<file path="config.mk">
export PLATFORM = sky130hd
export DESIGN_NAME = source_text_tokenizer
export DESIGN_NICKNAME = d
export VERILOG_FILES = /design/src/rtl/stt_pkg.sv /design/src/rtl/source_text_tokenizer.sv /design/src/rtl/stt_scanner.sv /design/src/rtl/stt_outq.sv
export SDC_FILE = /design/constraint.sdc
export NUM_CORES = 1
export LEC_CHECK = 0
export ABC_CLOCK_PERIOD_IN_PS = 6800
export BUFFER_PORTS_ARGS = -buffer_cell sky130_fd_sc_hd__buf_4
export CAP_MARGIN = 5
export CORE_MARGIN = 1
export CORE_UTILIZATION = 55
export CTS_CLUSTER_DIAMETER = 80
export DETAILED_ROUTE_END_ITERATION = 6
export PLACE_DENSITY_LB_ADDON = 0.08
export REMOVE_ABC_BUFFERS = 1
export SYNTH_ARGS = -nofsm -noshare
export SYNTH_HDL_FRONTEND = slang
export SYNTH_SLANG_ARGS = --single-unit
</file>
<file path="constraint.sdc">
create_clock -name clk -period 6.8 [get_ports clk]
set_input_delay 1.36 -clock clk [delete_from_list [all_inputs] [get_ports clk]]
set_output_delay 1.36 -clock clk [all_outputs]
set_load 0.02 [all_outputs]
</file>
<file path="src/rtl/stt_pkg.sv">
// Package for the source text tokenizer: sizes, mode and token codes,
// character class and keyword helpers. No dependencies.
package stt_pkg;

	localparam int COMMENT_DEPTH = 8;
	localparam int POSITION_BITS = 16;
	localparam int DEPTH_BITS = $clog2(COMMENT_DEPTH + 1);
	localparam int STACK_IDX_BITS = (COMMENT_DEPTH > 1) ? $clog2(COMMENT_DEPTH) : 1;
	localparam logic [POSITION_BITS-1:0] POS_MAX = '1;
	localparam logic [15:0] LEN_MAX = 16'hFFFF;
	localparam logic [30:0] NUM_MAX = 31'h7FFFFFFF;

	typedef enum logic [3:0] {
		MD_IDLE, MD_SLASH, MD_OP, MD_NUM, MD_WORD, MD_STR, MD_LCOM,
		MD_BOPEN, MD_BBODY, MD_BSLASH, MD_BSTARS, MD_ERR
	} mode_t;

	localparam logic [5:0] K_END = 6'd0;
	localparam logic [5:0] K_SLASH = 6'd12;
	localparam logic [5:0] K_STRING = 6'd23;
	localparam logic [5:0] K_NUMBER = 6'd24;
	localparam logic [5:0] K_IDENT = 6'd25;
	localparam logic [5:0] K_TYPE = 6'd26;
	localparam logic [5:0] K_UNKNOWN = 6'd34;
	localparam logic [5:0] K_ERROR = 6'd35;

	localparam logic [1:0] ERR_NONE = 2'd0;
	localparam logic [1:0] ERR_NEWLINE = 2'd1;
	localparam logic [1:0] ERR_EOF = 2'd2;

	// one emitted token, position taken from the scanner at emit time
	typedef struct packed {
		logic [5:0]  kind;
		logic [1:0]  tname;
		logic [15:0] line;
		logic [15:0] column;
		logic [15:0] length;
		logic [30:0] value;
		logic [1:0]  err;
	} token_t;

	// up to two tokens per input transfer
	typedef struct packed {
		logic   v0;
		logic   v1;
		token_t t0;
		token_t t1;
	} emit_t;

	function automatic logic is_digit(input logic [7:0] c);
		return c >= 8'h30 && c <= 8'h39;
	endfunction

	function automatic logic is_alpha(input logic [7:0] c);
		return (c >= 8'h41 && c <= 8'h5A) || (c >= 8'h61 && c <= 8'h7A) || c == 8'h5F;
	endfunction

	function automatic logic [15:0] clamp16(input logic [POSITION_BITS-1:0] v);
		if (POSITION_BITS > 16 && v > POSITION_BITS'(16'hFFFF))
			return 16'hFFFF;
		return 16'(v);
	endfunction

	function automatic logic [POSITION_BITS-1:0] pos_inc(input logic [POSITION_BITS-1:0] v);
		return (v == POS_MAX) ? v : v + 1'b1;
	endfunction

	// single-character punctuation: kind, or 0 if none
	function automatic logic [5:0] single_kind(input logic [7:0] c);
		case (c)
			8'h28: return 6'd1;
			8'h29: return 6'd2;
			8'h5B: return 6'd3;
			8'h5D: return 6'd4;
			8'h7B: return 6'd5;
			8'h7D: return 6'd6;
			8'h3A: return 6'd7;
			8'h3B: return 6'd8;
			8'h2B: return 6'd9;
			8'h2D: return 6'd10;
			8'h2A: return 6'd11;
			default: return 6'd0;
		endcase
	endfunction

	// operator lead character index 0..5, 7 if none
	function automatic logic [2:0] op_index(input logic [7:0] c);
		case (c)
			8'h21: return 3'd0;
			8'h3D: return 3'd1;
			8'h3C: return 3'd2;
			8'h3E: return 3'd3;
			8'h26: return 3'd4;
			8'h7C: return 3'd5;
			default: return 3'd7;
		endcase
	endfunction

	function automatic logic [7:0] op_pair(input logic [2:0] k);
		case (k)
			3'd4: return 8'h26;
			3'd5: return 8'h7C;
			default: return 8'h3D;
		endcase
	endfunction

	function automatic logic [5:0] op_kind2(input logic [2:0] k);
		case (k)
			3'd0: return 6'd16;
			3'd1: return 6'd18;
			3'd2: return 6'd19;
			3'd3: return 6'd21;
			3'd4: return 6'd13;
			default: return 6'd14;
		endcase
	endfunction

	function automatic logic [5:0] op_kind1(input logic [2:0] k);
		case (k)
			3'd0: return 6'd15;
			3'd1: return 6'd17;
			3'd2: return 6'd20;
			3'd3: return 6'd22;
			default: return K_UNKNOWN;
		endcase
	endfunction

	// keyword lookup on 7-byte prefix and length; kind K_IDENT if none
	function automatic logic [7:0] kw_lookup(input logic [55:0] p, input logic [15:0] n);
		logic [5:0] k;
		logic [1:0] t;
		k = K_IDENT;
		t = 2'd0;
		if (n == 16'd3 && p == 56'h746E69) begin k = K_TYPE; t = 2'd0; end
		else if (n == 16'd4 && p == 56'h6C6F6F62) begin k = K_TYPE; t = 2'd1; end
		else if (n == 16'd6 && p == 56'h676E69727473) begin k = K_TYPE; t = 2'd2; end
		else if (n == 16'd4 && p == 56'h65757274) k = 6'd27;
		else if (n == 16'd5 && p == 56'h65736C6166) k = 6'd28;
		else if (n == 16'd2 && p == 56'h6669) k = 6'd29;
		else if (n == 16'd4 && p == 56'h65736C65) k = 6'd30;
		else if (n == 16'd3 && p == 56'h726176) k = 6'd31;
		else if (n == 16'd5 && p == 56'h746E697270) k = 6'd32;
		else if (n == 16'd7 && p == 56'h6564756C636E69) k = 6'd33;
		return {k, t};
	endfunction

endpackage

</file>
<file path="src/rtl/source_text_tokenizer.sv">
// Top level of the source text tokenizer: scanner and output queue.
// Depends on stt_pkg, stt_scanner, stt_outq.
// Streaming tokenizer: one source byte (or end-of-input mark) per transfer,
// one byte per cycle when the output is drained; a byte that yields two
// tokens stalls the input while the second token leaves the two-entry
// output register. Tokens appear in the cycle after their byte.
module source_text_tokenizer (
	input  logic        clk,
	input  logic        arst_n,
	input  logic        in_valid,
	output logic        in_stall,
	input  logic [7:0]  char_code,
	input  logic        end_of_input,
	output logic        out_valid,
	input  logic        out_stall,
	output logic [5:0]  token_kind,
	output logic [1:0]  type_name,
	output logic [15:0] start_line,
	output logic [15:0] start_column,
	output logic [15:0] token_length,
	output logic [30:0] number_value,
	output logic [1:0]  error_code,
	output logic        last_of_run
);

	stt_pkg::emit_t  emit;
	stt_pkg::token_t tok;
	logic            busy, step;

	assign in_stall = busy;
	assign step = in_valid && !busy;

	stt_scanner u_scan (
		.clk(clk), .arst_n(arst_n), .step(step),
		.char_code(char_code), .end_of_input(end_of_input), .emit(emit)
	);

	stt_outq u_outq (
		.clk(clk), .arst_n(arst_n), .load(step), .emit(emit), .stall(out_stall),
		.busy(busy), .valid(out_valid), .tok(tok), .last(last_of_run)
	);

	assign token_kind = tok.kind;
	assign type_name = tok.tname;
	assign start_line = tok.line;
	assign start_column = tok.column;
	assign token_length = tok.length;
	assign number_value = tok.value;
	assign error_code = tok.err;

endmodule

</file>
<file path="src/rtl/stt_scanner.sv">
// Scanner state and combinational next-state logic of the tokenizer.
// Depends on stt_pkg. Takes one accepted transfer, yields up to two tokens.
module stt_scanner (
	input  logic                 clk,
	input  logic                 arst_n,
	input  logic                 step,
	input  logic [7:0]           char_code,
	input  logic                 end_of_input,
	output stt_pkg::emit_t       emit
);

	stt_pkg::mode_t                      mode_q, mode_d;
	logic [stt_pkg::POSITION_BITS-1:0]   cline_q, cline_d, ccol_q, ccol_d;
	logic [stt_pkg::POSITION_BITS-1:0]   tline_q, tline_d, tcol_q, tcol_d;
	logic [15:0]                         cnt_q, cnt_d;
	logic [30:0]                         acc_q, acc_d;
	logic [55:0]                         pfx_q, pfx_d;
	logic [3:0]                          run_q, run_d;
	logic [stt_pkg::DEPTH_BITS-1:0]      depth_q, depth_d;
	logic [3:0]                          stack_q [stt_pkg::COMMENT_DEPTH];
	logic                                push;
	logic [stt_pkg::STACK_IDX_BITS-1:0]  push_idx;
	logic [3:0]                          push_val;
	logic [3:0]                          top;

	assign top = (depth_q != '0) ?
		stack_q[stt_pkg::STACK_IDX_BITS'(depth_q - 1'b1)] : 4'd0;

	always_comb begin
		stt_pkg::emit_t e;
		logic again;
		logic [34:0] prod;
		logic [7:0]  kw;
		logic [2:0]  k;
		logic [7:0]  c;
		logic        nl;
		logic [5:0]  sk;
		e = '0;
		c = char_code;
		nl = c == 8'h0A;
		mode_d = mode_q; cline_d = cline_q; ccol_d = ccol_q;
		tline_d = tline_q; tcol_d = tcol_q; cnt_d = cnt_q; acc_d = acc_q;
		pfx_d = pfx_q; run_d = run_q; depth_d = depth_q;
		push = 1'b0; push_idx = '0; push_val = run_q;
		again = 1'b0;
		prod = 35'(acc_q) * 35'd10 + 35'(c - 8'h30);
		kw = stt_pkg::kw_lookup(pfx_q, cnt_q);
		k = (run_q < 4'd6) ? run_q[2:0] : 3'd5;
		sk = stt_pkg::single_kind(c);

		if (end_of_input) begin
			// flush pending token, then end token, then restart
			e.t0.line = stt_pkg::clamp16(tline_q);
			e.t0.column = stt_pkg::clamp16(tcol_q);
			case (mode_q)
				stt_pkg::MD_SLASH: begin
					e.v0 = 1'b1; e.t0.kind = stt_pkg::K_SLASH; e.t0.length = 16'd1;
				end
				stt_pkg::MD_OP: begin
					e.v0 = 1'b1; e.t0.kind = stt_pkg::op_kind1(k); e.t0.length = 16'd1;
				end
				stt_pkg::MD_NUM: begin
					e.v0 = 1'b1; e.t0.kind = stt_pkg::K_NUMBER; e.t0.length = cnt_q;
					e.t0.value = acc_q;
				end
				stt_pkg::MD_WORD: begin
					e.v0 = 1'b1; e.t0.kind = kw[7:2]; e.t0.tname = kw[1:0];
					e.t0.length = cnt_q;
				end
				stt_pkg::MD_STR: begin
					e.v0 = 1'b1; e.t0.kind = stt_pkg::K_ERROR; e.t0.err = stt_pkg::ERR_EOF;
				end
				default: ;
			endcase
			e.t1 = '0;
			e.t1.kind = stt_pkg::K_END;
			e.t1.line = stt_pkg::clamp16(cline_q);
			e.t1.column = stt_pkg::clamp16(stt_pkg::pos_inc(ccol_q));
			e.v1 = 1'b1;
			if (!e.v0) begin e.t0 = e.t1; e.v0 = 1'b1; e.v1 = 1'b0; end
			mode_d = stt_pkg::MD_IDLE;
			cline_d = stt_pkg::POSITION_BITS'(1); ccol_d = '0;
			tline_d = stt_pkg::POSITION_BITS'(1); tcol_d = '0;
			cnt_d = '0; acc_d = '0; pfx_d = '0; run_d = '0; depth_d = '0;
		end else begin
			if (!nl) ccol_d = stt_pkg::pos_inc(ccol_q);
			// first pass over the pending mode
			case (mode_q)
				stt_pkg::MD_SLASH: begin
					if (c == 8'h2F) mode_d = stt_pkg::MD_LCOM;
					else if (c == 8'h2A) begin
						mode_d = stt_pkg::MD_BOPEN; run_d = 4'd1; depth_d = '0;
					end else begin
						e.v0 = 1'b1; e.t0.kind = stt_pkg::K_SLASH; e.t0.length = 16'd1;
						mode_d = stt_pkg::MD_IDLE; again = 1'b1;
					end
				end
				stt_pkg::MD_OP: begin
					mode_d = stt_pkg::MD_IDLE;
					e.v0 = 1'b1;
					if (c == stt_pkg::op_pair(k)) begin
						e.t0.kind = stt_pkg::op_kind2(k); e.t0.length = 16'd2;
					end else begin
						e.t0.kind = stt_pkg::op_kind1(k); e.t0.length = 16'd1; again = 1'b1;
					end
				end
				stt_pkg::MD_NUM: begin
					if (stt_pkg::is_digit(c)) begin
						acc_d = (prod > 35'(stt_pkg::NUM_MAX)) ? stt_pkg::NUM_MAX : prod[30:0];
						if (cnt_q != stt_pkg::LEN_MAX) cnt_d = cnt_q + 1'b1;
					end else begin
						e.v0 = 1'b1; e.t0.kind = stt_pkg::K_NUMBER; e.t0.length = cnt_q;
						e.t0.value = acc_q;
						mode_d = stt_pkg::MD_IDLE; again = 1'b1;
					end
				end
				stt_pkg::MD_WORD: begin
					if (stt_pkg::is_alpha(c) || stt_pkg::is_digit(c)) begin
						if (cnt_q < 16'd7) pfx_d = pfx_q | (56'(c) << {cnt_q[2:0], 3'b000});
						if (cnt_q != stt_pkg::LEN_MAX) cnt_d = cnt_q + 1'b1;
					end else begin
						e.v0 = 1'b1; e.t0.kind = kw[7:2]; e.t0.tname = kw[1:0];
						e.t0.length = cnt_q;
						mode_d = stt_pkg::MD_IDLE; again = 1'b1;
					end
				end
				stt_pkg::MD_STR: begin
					if (c == 8'h22) begin
						e.v0 = 1'b1; e.t0.kind = stt_pkg::K_STRING; e.t0.length = cnt_q;
						mode_d = stt_pkg::MD_IDLE;
					end else if (nl) begin
						e.v0 = 1'b1; e.t0.kind = stt_pkg::K_ERROR;
						e.t0.err = stt_pkg::ERR_NEWLINE;
						mode_d = stt_pkg::MD_ERR;
					end else if (cnt_q != stt_pkg::LEN_MAX) cnt_d = cnt_q + 1'b1;
				end
				stt_pkg::MD_LCOM: if (nl) mode_d = stt_pkg::MD_IDLE;
				stt_pkg::MD_BOPEN: begin
					if (c == 8'h2A) begin
						if (run_q != 4'd15) run_d = run_q + 1'b1;
					end else begin
						if (32'(depth_q) < stt_pkg::COMMENT_DEPTH) begin
							push = 1'b1;
							push_idx = stt_pkg::STACK_IDX_BITS'(depth_q);
							depth_d = depth_q + 1'b1;
						end
						// re-scan in body: only slash or star matter there
						mode_d = stt_pkg::MD_BBODY;
						if (c == 8'h2F) mode_d = stt_pkg::MD_BSLASH;
					end
				end
				stt_pkg::MD_BBODY: begin
					if (c == 8'h2F) mode_d = stt_pkg::MD_BSLASH;
					else if (c == 8'h2A) begin mode_d = stt_pkg::MD_BSTARS; run_d = 4'd1; end
				end
				stt_pkg::MD_BSLASH: begin
					if (c == 8'h2A) begin
						mode_d = (32'(depth_q) < stt_pkg::COMMENT_DEPTH) ?
							stt_pkg::MD_BOPEN : stt_pkg::MD_BBODY;
						run_d = 4'd1;
					end else if (c != 8'h2F) mode_d = stt_pkg::MD_BBODY;
				end
				stt_pkg::MD_BSTARS: begin
					if (c == 8'h2A) begin
						if (run_q != 4'd15) run_d = run_q + 1'b1;
					end else begin
						mode_d = stt_pkg::MD_BBODY;
						if (c == 8'h2F && depth_q != '0 && top == run_q) begin
							depth_d = depth_q - 1'b1;
							if (depth_q == 1) mode_d = stt_pkg::MD_IDLE;
						end
					end
				end
				stt_pkg::MD_ERR: ;
				default: again = 1'b1;
			endcase

			// idle scan, directly or after a flush
			if (again && !(c == 8'h20 || c == 8'h09 || nl)) begin
				tline_d = cline_q; tcol_d = ccol_d; cnt_d = 16'd1;
				if (sk != 6'd0) begin
					if (e.v0) begin
						e.v1 = 1'b1; e.t1.kind = sk; e.t1.length = 16'd1;
						e.t1.line = stt_pkg::clamp16(tline_d);
						e.t1.column = stt_pkg::clamp16(tcol_d);
					end else begin
						e.v0 = 1'b1; e.t0.kind = sk; e.t0.length = 16'd1;
					end
				end else if (stt_pkg::op_index(c) != 3'd7) begin
					mode_d = stt_pkg::MD_OP; run_d = {1'b0, stt_pkg::op_index(c)};
				end else if (c == 8'h2F) mode_d = stt_pkg::MD_SLASH;
				else if (c == 8'h22) begin mode_d = stt_pkg::MD_STR; cnt_d = '0; end
				else if (stt_pkg::is_digit(c)) begin
					mode_d = stt_pkg::MD_NUM; acc_d = 31'(c - 8'h30);
				end else if (stt_pkg::is_alpha(c)) begin
					mode_d = stt_pkg::MD_WORD; pfx_d = 56'(c);
				end else if (e.v0) begin
					e.v1 = 1'b1; e.t1.kind = stt_pkg::K_UNKNOWN; e.t1.length = 16'd1;
					e.t1.line = stt_pkg::clamp16(tline_d);
					e.t1.column = stt_pkg::clamp16(tcol_d);
				end else begin
					e.v0 = 1'b1; e.t0.kind = stt_pkg::K_UNKNOWN; e.t0.length = 16'd1;
				end
			end
			// first token uses the start position before this byte, or this byte's own from idle
			if (e.v0 && !again) begin
				e.t0.line = stt_pkg::clamp16(tline_q); e.t0.column = stt_pkg::clamp16(tcol_q);
			end else if (e.v0 && mode_q != stt_pkg::MD_IDLE) begin
				e.t0.line = stt_pkg::clamp16(tline_q); e.t0.column = stt_pkg::clamp16(tcol_q);
			end else if (e.v0) begin
				e.t0.line = stt_pkg::clamp16(tline_d); e.t0.column = stt_pkg::clamp16(tcol_d);
			end
			if (nl) begin cline_d = stt_pkg::pos_inc(cline_q); ccol_d = '0; end
		end
		emit = e;
	end

	// control state
	always_ff @(posedge clk or negedge arst_n) begin
		if (!arst_n) begin
			mode_q <= stt_pkg::MD_IDLE;
			cline_q <= stt_pkg::POSITION_BITS'(1); ccol_q <= '0;
			tline_q <= stt_pkg::POSITION_BITS'(1); tcol_q <= '0;
			cnt_q <= '0; acc_q <= '0; pfx_q <= '0; run_q <= '0; depth_q <= '0;
		end else if (step) begin
			mode_q <= mode_d;
			cline_q <= cline_d; ccol_q <= ccol_d; tline_q <= tline_d; tcol_q <= tcol_d;
			cnt_q <= cnt_d; acc_q <= acc_d; pfx_q <= pfx_d; run_q <= run_d; depth_q <= depth_d;
		end
	end

	// star count stack, written on comment open
	always_ff @(posedge clk) begin
		if (step && push && !end_of_input) stack_q[push_idx] <= push_val;
	end

endmodule

</file>
<file path="src/rtl/stt_outq.sv">
// Output side: holds up to two tokens of one transfer and hands them out
// one per cycle while the receiver does not stall. Depends on stt_pkg.
module stt_outq (
	input  logic                clk,
	input  logic                arst_n,
	input  logic                load,
	input  stt_pkg::emit_t      emit,
	input  logic                stall,
	output logic                busy,
	output logic                valid,
	output stt_pkg::token_t     tok,
	output logic                last
);

	stt_pkg::token_t t0_q, t1_q;
	logic            v0_q, v1_q;
	logic            take;

	assign valid = v0_q;
	assign tok = t0_q;
	assign last = !v1_q;
	assign take = v0_q && !stall;
	// can load when empty or when the last token leaves this cycle
	assign busy = v0_q && (v1_q || stall);

	always_ff @(posedge clk or negedge arst_n) begin
		if (!arst_n) begin
			v0_q <= 1'b0; v1_q <= 1'b0;
		end else if (load) begin
			v0_q <= emit.v0; v1_q <= emit.v1;
		end else if (take) begin
			v0_q <= v1_q; v1_q <= 1'b0;
		end
	end

	always_ff @(posedge clk) begin
		if (load) begin
			t0_q <= emit.t0; t1_q <= emit.t1;
		end else if (take) t0_q <= t1_q;
	end

endmodule

</file>
# Yosys cells after proc, flatten, opt, wreduce, memory -nomap -nowiden
# Memory sizes are Yosys's and may differ from the RTL's.
# Index checks and enable logic that the tools add are counted.
[classes]
add_sub_neg = 9
mul = 1
n_lt_le_gt_ge = 10
n_eq_ne = 75
shift = 1
muxes = 208
n_bitwise = 2
reduce_logical = 53
[op_table]
columns = ["op", "count"]
rows = [
  ["$mux 56", 11],
  ["$mux 16", 32],
  ["$mux 48", 9],
  ["$mux 31", 12],
  ["$mux 89", 2],
  ["$eq 56x31->1 const B", 3],
  ["$mux 4", 40],
  ["$mux 6", 24],
  ["$eq 8x6->1 const B", 15],
  ["$eq 56x23->1 const B", 2],
  ["$eq 56x39->1 const B", 2],
  ["$mux 97", 1],
  ["$mux 32", 3],
  ["$mux 90", 1],
  ["$mux 8", 11],
  ["$pmux 16 s5", 1],
  ["$eq 16x3->1 const B", 4],
  ["$pmux 6 s5", 2],
  ["$eq 56x15->1 const B", 1],
  ["$eq 56x47->1 const B", 1],
  ["$eq 56x55->1 const B", 1],
  ["$or 56x56->56", 1],
  ["$shl 8x6->56", 1],
  ["$add 16x1->16 const B", 3],
  ["other kinds (63)", 176],
]
[totals]
reg_bits = 324
ram_bits = 32
inputBits = 13
wordCells = 383
n_memories = 1
[memory_table]
columns = ["memory", "depth", "width", "rd", "rd_ports_with_merged_regs", "wr", "line_no", "text"]
rows = [
  ["u_scan.stack_q", 8, 4, 1, 0, 1, "stt_scanner.sv:20", "logic [3:0] stack_q [stt_pkg::COMMENT_DEPTH];"],
]

# Logic depth before layout (Yosys ltp)
[logic_depth]
depth_word = 28
depth_mapped = 26

# Modules after synthesis
# A second synthesis with hierarchy kept.
[hier_totals]
cells_unflattened = 2497
hier_area_um2 = 25032.8
[modules_own_cells]
columns = ["module", "instances", "cells_per_inst", "area_each_um2", "seq_area_each_um2"]
rows = [
  ["stt_scanner", 1, 2210, 18227.5, 5442.7],
  ["stt_outq", 1, 286, 6791.5, 5395.2],
  ["source_text_tokenizer", 1, 1, 13.8, 0.0],
]

# Worst setup path before layout
# Ideal clock, no wire load.
[synth_timing]
path_type = "input -> register"
from = "input out_stall"
to = "register u_outq.v1_q"
arrival_ns = 6.264
required_ns = 6.425
path_slack_ns = 0.161
stages = 2
path_buffers = 0
path_cell_list = "mux2i_1 -> o22ai_1"
[synth_between]
elab_chain_cells = 5
elab_cells_between_ends = 8
cone_classes = "1 x mux; 7 x reduce/logical"
[synth_rtl]
columns = ["item", "line_no", "text"]
rows = [
  ["start: declaration", "source_text_tokenizer.sv:15", "input logic out_stall,"],
  ["$logic_or 1x1->1", "stt_outq.sv:24", "assign busy = v0_q && (v1_q || stall);"],
  ["$logic_and 1x1->1", "stt_outq.sv:24", ""],
  ["$logic_not 1->1", "source_text_tokenizer.sv:31", "assign step = in_valid && !busy;"],
  ["$logic_and 1x1->1", "source_text_tokenizer.sv:31", ""],
  ["$mux 1 or $reduce_bool 2->1 (tied branches)", "--", ""],
  ["end signal: assignment", "stt_outq.sv:30", "v0_q <= emit.v0; v1_q <= emit.v1;"],
  ["end: declaration", "stt_outq.sv:16", "logic v0_q, v1_q;"],
]
# Several ways; a longest one is shown, not always the timed one.
# A chain may end at the register's enable or synchronous reset.

# Worst setup path after layout
[layout_timing]
from = "register u_scan.acc_q[1]"
to = "register u_scan.acc_q[24]"
[layout_between]
elab_chain_cells = 13
[layout_rtl]
columns = ["item", "line_no", "text"]
rows = [
  ["start: declaration", "stt_scanner.sv:16", "logic [30:0] acc_q, acc_d;"],
  ["start signal: assignment", "stt_scanner.sv:224", "cnt_q <= '0; acc_q <= '0; pfx_q <= '0; run_q <= '0; depth_q <= '0;"],
  ["start signal: assignment", "stt_scanner.sv:228", "cnt_q <= cnt_d; acc_q <= acc_d; pfx_q <= pfx_d; run_q <= run_d; depth_q <= depth_d;"],
  ["$mul 31x3->34 (*)", "stt_scanner.sv:46", "prod = 35'(acc_q) * 35'd10 + 35'(c - 8'h30);"],
  ["$add 35x35->35 (*)", "stt_scanner.sv:46", ""],
  ["$gt 35x31->1", "stt_scanner.sv:109", "acc_d = (prod > 35'(stt_pkg::NUM_MAX)) ? stt_pkg::NUM_MAX : prod[30:0];"],
  ["$mux 31 (*)", "stt_scanner.sv:109", ""],
  ["$mux 31 (*)", "stt_scanner.sv:108", "if (stt_pkg::is_digit(c)) begin"],
  ["$mux 31 (*)", "stt_scanner.sv:88", "case (mode_q)"],
  ["$mux 31", "stt_scanner.sv:193", "else if (stt_pkg::is_digit(c)) begin"],
  ["$mux 31", "stt_scanner.sv:192", "else if (c == 8'h22) begin mode_d = stt_pkg::MD_STR; cnt_d = '0; end"],
  ["$mux 31", "stt_scanner.sv:191", "end else if (c == 8'h2F) mode_d = stt_pkg::MD_SLASH;"],
  ["$mux 31", "stt_scanner.sv:189", "end else if (stt_pkg::op_index(c) != 3'd7) begin"],
  ["$mux 31", "stt_scanner.sv:181", "if (sk != 6'd0) begin"],
  ["$mux 31 (*)", "stt_scanner.sv:179", "if (again && !(c == 8'h20 || c == 8'h09 || nl)) begin"],
  ["$mux 31 (*)", "stt_scanner.sv:51", "if (end_of_input) begin"],
]
# Every way passes the cells marked *; elsewhere a longest branch is shown, timed or not.

==> summary.md <==
Synthesis
- post-synthesis xor/xnor area fraction: 4.376%
- sequential element share of the synthesized area: 41.89%
- Simple-Gate Fraction of Synth Area: 20.28%
- dominant register cell in the synthesized netlist: sky130_fd_sc_hd__dfrtp_1
- share of flip-flops with an asynchronous set or reset after synthesis: 53.24%
- Adder-Cell Fraction of Synth Area: 6.263%
- number of library cell types mapped by synthesis: 104
- number of flops mapped to enable cells by yosys: 159
- number of flip-flops and latches in the synthesized netlist: 340
- compound-cell area share of the yosys netlist: 20.88%
- Synth Cell Area: 0.02222 mm^2
- combinational family with the most area after synthesis: compound AO/OA/AOI/OAI gates
- total number of yosys warnings: 0
- share of synthesized area spent on multiplexers: 2.675%
- post-synthesis area per instance: 9.131 um^2
- Cells after Synth: 2,433

Place
- Cell Count Post-Placement: 2,940
- pre-CTS worst setup slack: 63.85 ps
- Port Buf Inserts: 104
- cell area reported after detailed placement: 0.02328 mm^2
- final weighted congestion in routability-driven placement: 0.9477
- total half-perimeter wirelength after legalization and detailed placement: 42,950 um

Final layout
- final cell count without fillers: 3,014
- share of cells above drive strength 1: 11.89%
- Area growth, synth to finish: 10.94%
- diodes inserted: 0
- area of all placed cells without fillers: 0.02464 mm^2
- net total in the final layout: 2,580

Clock network
- H-tree Lvls: 2
- clock latency reported for the late side of the worst-skew pair: 570 ps
- CTS Buffer Depth: 3
- number of CTS-inserted buffers: 40
- CTS clk-pin slew, worst paths: 60 ps
- TritonCTS clock tree: yes
- number of clock sinks: 340
- quantity of hold-fixing buffers added after cts: 0
- clock root buffer: sky130_fd_sc_hd__clkbuf_16

GRT
- first-pass GRT wire length: 102,300 um
- GRT Overall Usage: 31.15%
- overflow left after global routing: 0
- initial antenna violation count: 0
- vias in the first global route: 18.95k
- largest net degree at the start of global routing: 68

Critical path
- capturing element of the worst setup path: u_scan.acc_q[24]
- cell occurring most often along the worst timing path: sky130_fd_sc_hd__a21oi_1
- CP max-delay cell: sky130_fd_sc_hd__dfrtp_1
- minimum setup slack among reg-to-reg paths: 400 ps
- critical-path maximum fanout: 9
- r2r endpoint: u_scan.acc_q[24]
- critical path capture point type: flop
- CP max stage delay: 450 ps
- WS Path Type: reg -> reg
- worst endpoint data arrival time: 6850 ps
- required time reported for the critical path endpoint: 7240 ps
- launching element type of the critical path: flop
- chain of cells forming the critical path: ha_1 -> ha_1 -> fa_1 -> a21o_1 -> a21oi_2 -> o21ai_0 -> nand2_1 -> a31oi_1 -> a21o_1 -> a21oi_1 -> o21bai_1 -> a21oi_1 -> xnor2_1 -> ha_1 -> a21oi_1 -> o21ai_0 -> a311oi_1 -> a21oi_1 -> nor4bb_1 -> a2111oi_1 -> o21ai_2 -> or2_1 -> a2111oi_0 -> o21ai_1
- number of cell instances on the worst register-to-register path: 24
- critical path launch point: u_scan.acc_q[1]
- R2R Path Start: u_scan.acc_q[1]

Detailed routing
- post-DR wirelength/cell: 21.00 um
- antenna-violating nets left: 0
- drt first-iter violations: 1,550
- via/cell ratio: 6.411
- number of iterations in the first detailed-routing pass: 6
- via count of the routed design: 19.32k
- Residual DRC: 0
- Detailed Route WL: 63,290 um

Floorplan
- Core Box Area: 0.03982 mm^2
- area enclosed by the die boundary: 0.04120 mm^2
- width of the die: 203.0 um
- number of ports placed on the die boundary: 105
- effective utilization at floorplan: 55.78%
- standard-cell row count: 73
- Die Span Y: 203.0 um

STA
- Final Hold Viols: 0
- crit share post-route: 94.19%
- worst-case clock skew: 15.64 ps
- Final setup violation count: 0
- remaining max-slew budget at the tightest pin: 20.26%
- pin slew with the least headroom to its limit: 1192 ps
- sum of negative setup slack: 0 ps
- post-route worst hold slack: 477.8 ps
- setup repair after global routing missed its margin: true
- minimum setup slack in the final design: 395.0 ps
- final period demand of the worst path: 6405 ps
- maximum clock frequency: 156.1 MHz
- final-report max-slew violation count: 0

Run status
- result of the run: complete, no violations

Run
- maximum capacitance violations: 0

Pwr
- P_leak: 10.45 nW
- internal portion of total power: 0.004352 W
- Gate power share: 29.2%
- P_sw: 0.002416 W
- Clock power frac: 32.4%
- peak supply drop: 0.1961 mV
- sequential cell fraction of total power: 38.4%
- cell area power density: 274.6 mW/mm^2
- switching share of power: 35.70%

Min path
- hold crit path type: reg -> reg

==> registers in the layout, summed over array words and instances (netlist names) <==
register / cells
u_outq.tok: 89
u_scan.mode_q: 4
u_outq.valid: 1
u_outq.v1_q: 1
u_scan.tline_q: 16
u_scan.push_val: 4
u_scan.tcol_q: 16
u_scan.pfx_q: 56
u_scan.cline_q: 16
u_outq.t1_q: 38
u_scan.ccol_q: 16
u_scan.depth_q: 4
u_scan.stack_q: 32
u_scan.acc_q: 31
u_scan.cnt_q: 16
==> cell families (layout without fill, tap and decap cells) <==
| group | Yosys count | in the layout |
|---|---|---|
| xor gates and xnor gates | 111 | 111 |
| buffers and inverters | 196 | 252 |
| AOI/OAI and AO/OA | 705 | 705 |
| adders and majority gates | 110 | 110 |
| muxes | 46 | 46 |
| and+or+nand+nor | 925 | 925 |
| DFF | 340 | 340 |
==> cells in the mapped netlist, drive strengths merged, types with 7 or more instances <==
| cell | count | share of area, % |
|---|---|---|
| nand2 | 302 | 5.1 |
| nor2 | 240 | 4.1 |
| o21ai | 190 | 4.3 |
| a21oi | 187 | 4.3 |
| dfrtp | 179 | 20 |
| edfxtp | 159 | 21 |
| ha | 108 | 6.1 |
| clkbuf | 101 | 1.7 |
| xnor2 | 62 | 2.4 |
| nand3 | 61 | 1.5 |
| nor3 | 56 | 1.3 |
| and2 | 49 | 1.4 |
| xor2 | 49 | 1.9 |
| buf | 47 | 1.1 |
| inv | 47 | 0.79 |
| and3 | 38 | 1.1 |
| a31oi | 37 | 1.0 |
| a22o | 35 | 1.4 |
| a21o | 33 | 1.1 |
| nand4 | 32 | 0.90 |
| mux2 | 27 | 1.4 |
| nor4 | 27 | 0.86 |
| a22oi | 26 | 0.88 |
| nor2b | 24 | 0.68 |
| o31ai | 22 | 0.81 |
| a211oi | 19 | 0.69 |
| o211ai | 17 | 0.64 |
| o221a | 17 | 0.86 |
| or3 | 17 | 0.48 |
| a221oi | 15 | 0.59 |
| nand2b | 12 | 0.34 |
| mux2i | 11 | 0.50 |
| o21a | 11 | 0.37 |
| a2bb2oi | 10 | 0.39 |
| nand3b | 10 | 0.34 |
| o22ai | 10 | 0.28 |
| or4 | 9 | 0.32 |
| a2111oi | 8 | 0.41 |
| mux4 | 8 | 0.81 |
| nand4b | 8 | 0.32 |
| nor4b | 8 | 0.32 |
| o21bai | 8 | 0.29 |
| a31o | 7 | 0.28 |
| nor3b | 7 | 0.24 |
==> power groups by stage <==
stage | sequential [W] | clock, W | combinational, W
6_report | 0.00260 | 0.00220 | 0.00197
3_5_place_dp | 0.00263 | 0 | 0.00196
5_1_grt | 0.00262 | 0.00231 | 0.00213
4_1_cts | 0.00260 | 0.00224 | 0.00197
2_1_floorplan | 0.00279 | 0 | 0.00101
3_3_place_gp | 0.00263 | 0 | 0.00194
==> worst min path at each step <==
stage | cells after the start | end | start
after global routing | 1 | u_scan.pfx_q[15] | u_scan.pfx_q[15]
after detailed placement | 1 | u_scan.pfx_q[7] | u_scan.pfx_q[7]
final | 1 | u_scan.pfx_q[15] | u_scan.pfx_q[15]
after global placement | 1 | u_scan.pfx_q[7] | u_scan.pfx_q[7]
after floorplan | 1 | u_scan.pfx_q[15] | u_scan.pfx_q[15]
after CTS | 1 | u_scan.pfx_q[15] | u_scan.pfx_q[15]
==> repair_timing <==
action                     CTS  global route
setup endpoints to repair    0            22
setup buffers                0             0
resized for setup            0             8
==> stage by stage <==
step / utilization [%] / power [W]
floorplan: - / 0.003803
global placement: 58.45 / 0.004567
detailed placement: 58.45 / 0.004593
CTS: 61.85 / 0.006805
global route: 61.89 / 0.007065
finish: 61.89 / 0.006768
==> layout by cell type, fill, tap and decap left out, drive strengths merged, types with 9 or more instances in the layout <==
cell type  count
a211oi        19
a21o          33
a21oi        187
a221oi        15
a22o          35
a22oi         26
a2bb2oi       10
a31oi         37
and2          49
and3          38
buf          129
clkbuf        60
clkinv        13
dfrtp        179
edfxtp       159
ha           108
inv           47
mux2          27
mux2i         11
nand2        302
nand2b        12
nand3         61
nand3b        10
nand4         32
nor2         240
nor2b         24
nor3          56
nor4          27
o211ai        17
o21a          11
o21ai        190
o221a         17
o22ai         10
o31ai         22
or3           17
or4            9
xnor2         62
xor2          49
==> worst max-delay path: cells and delay by family (launching register included) <==
family	cells	cell delay (ps)
AOI/OAI and AO/OA	16	3610
and+or+nand+nor	3	750
adders and majority gates	4	1280
xor gates and xnor gates	1	180
DFF	1	450
==> area by class of cell <==
class,count,area (um^2)
fill,3468,15180
multi-input combinational,1897,12170
sequential,340,9306
clock buffer,59,1185
timing repair buffer,130,982.2
tap,525,656.9
inverter,48,180.2
clock inverter,15,166.4
==> routing by layer <==
layer,vias up,share of wire (%),track usage [%],wire [um]
li1,9071,-,-,-
met1,9538,44,42.58,27930
met2,616,48,51.60,30450
met3,99,5.3,3.274,3352
met4,0,2.5,10.61,1554
met5,-,0,0,0
(Power assumes the default switching activity.)
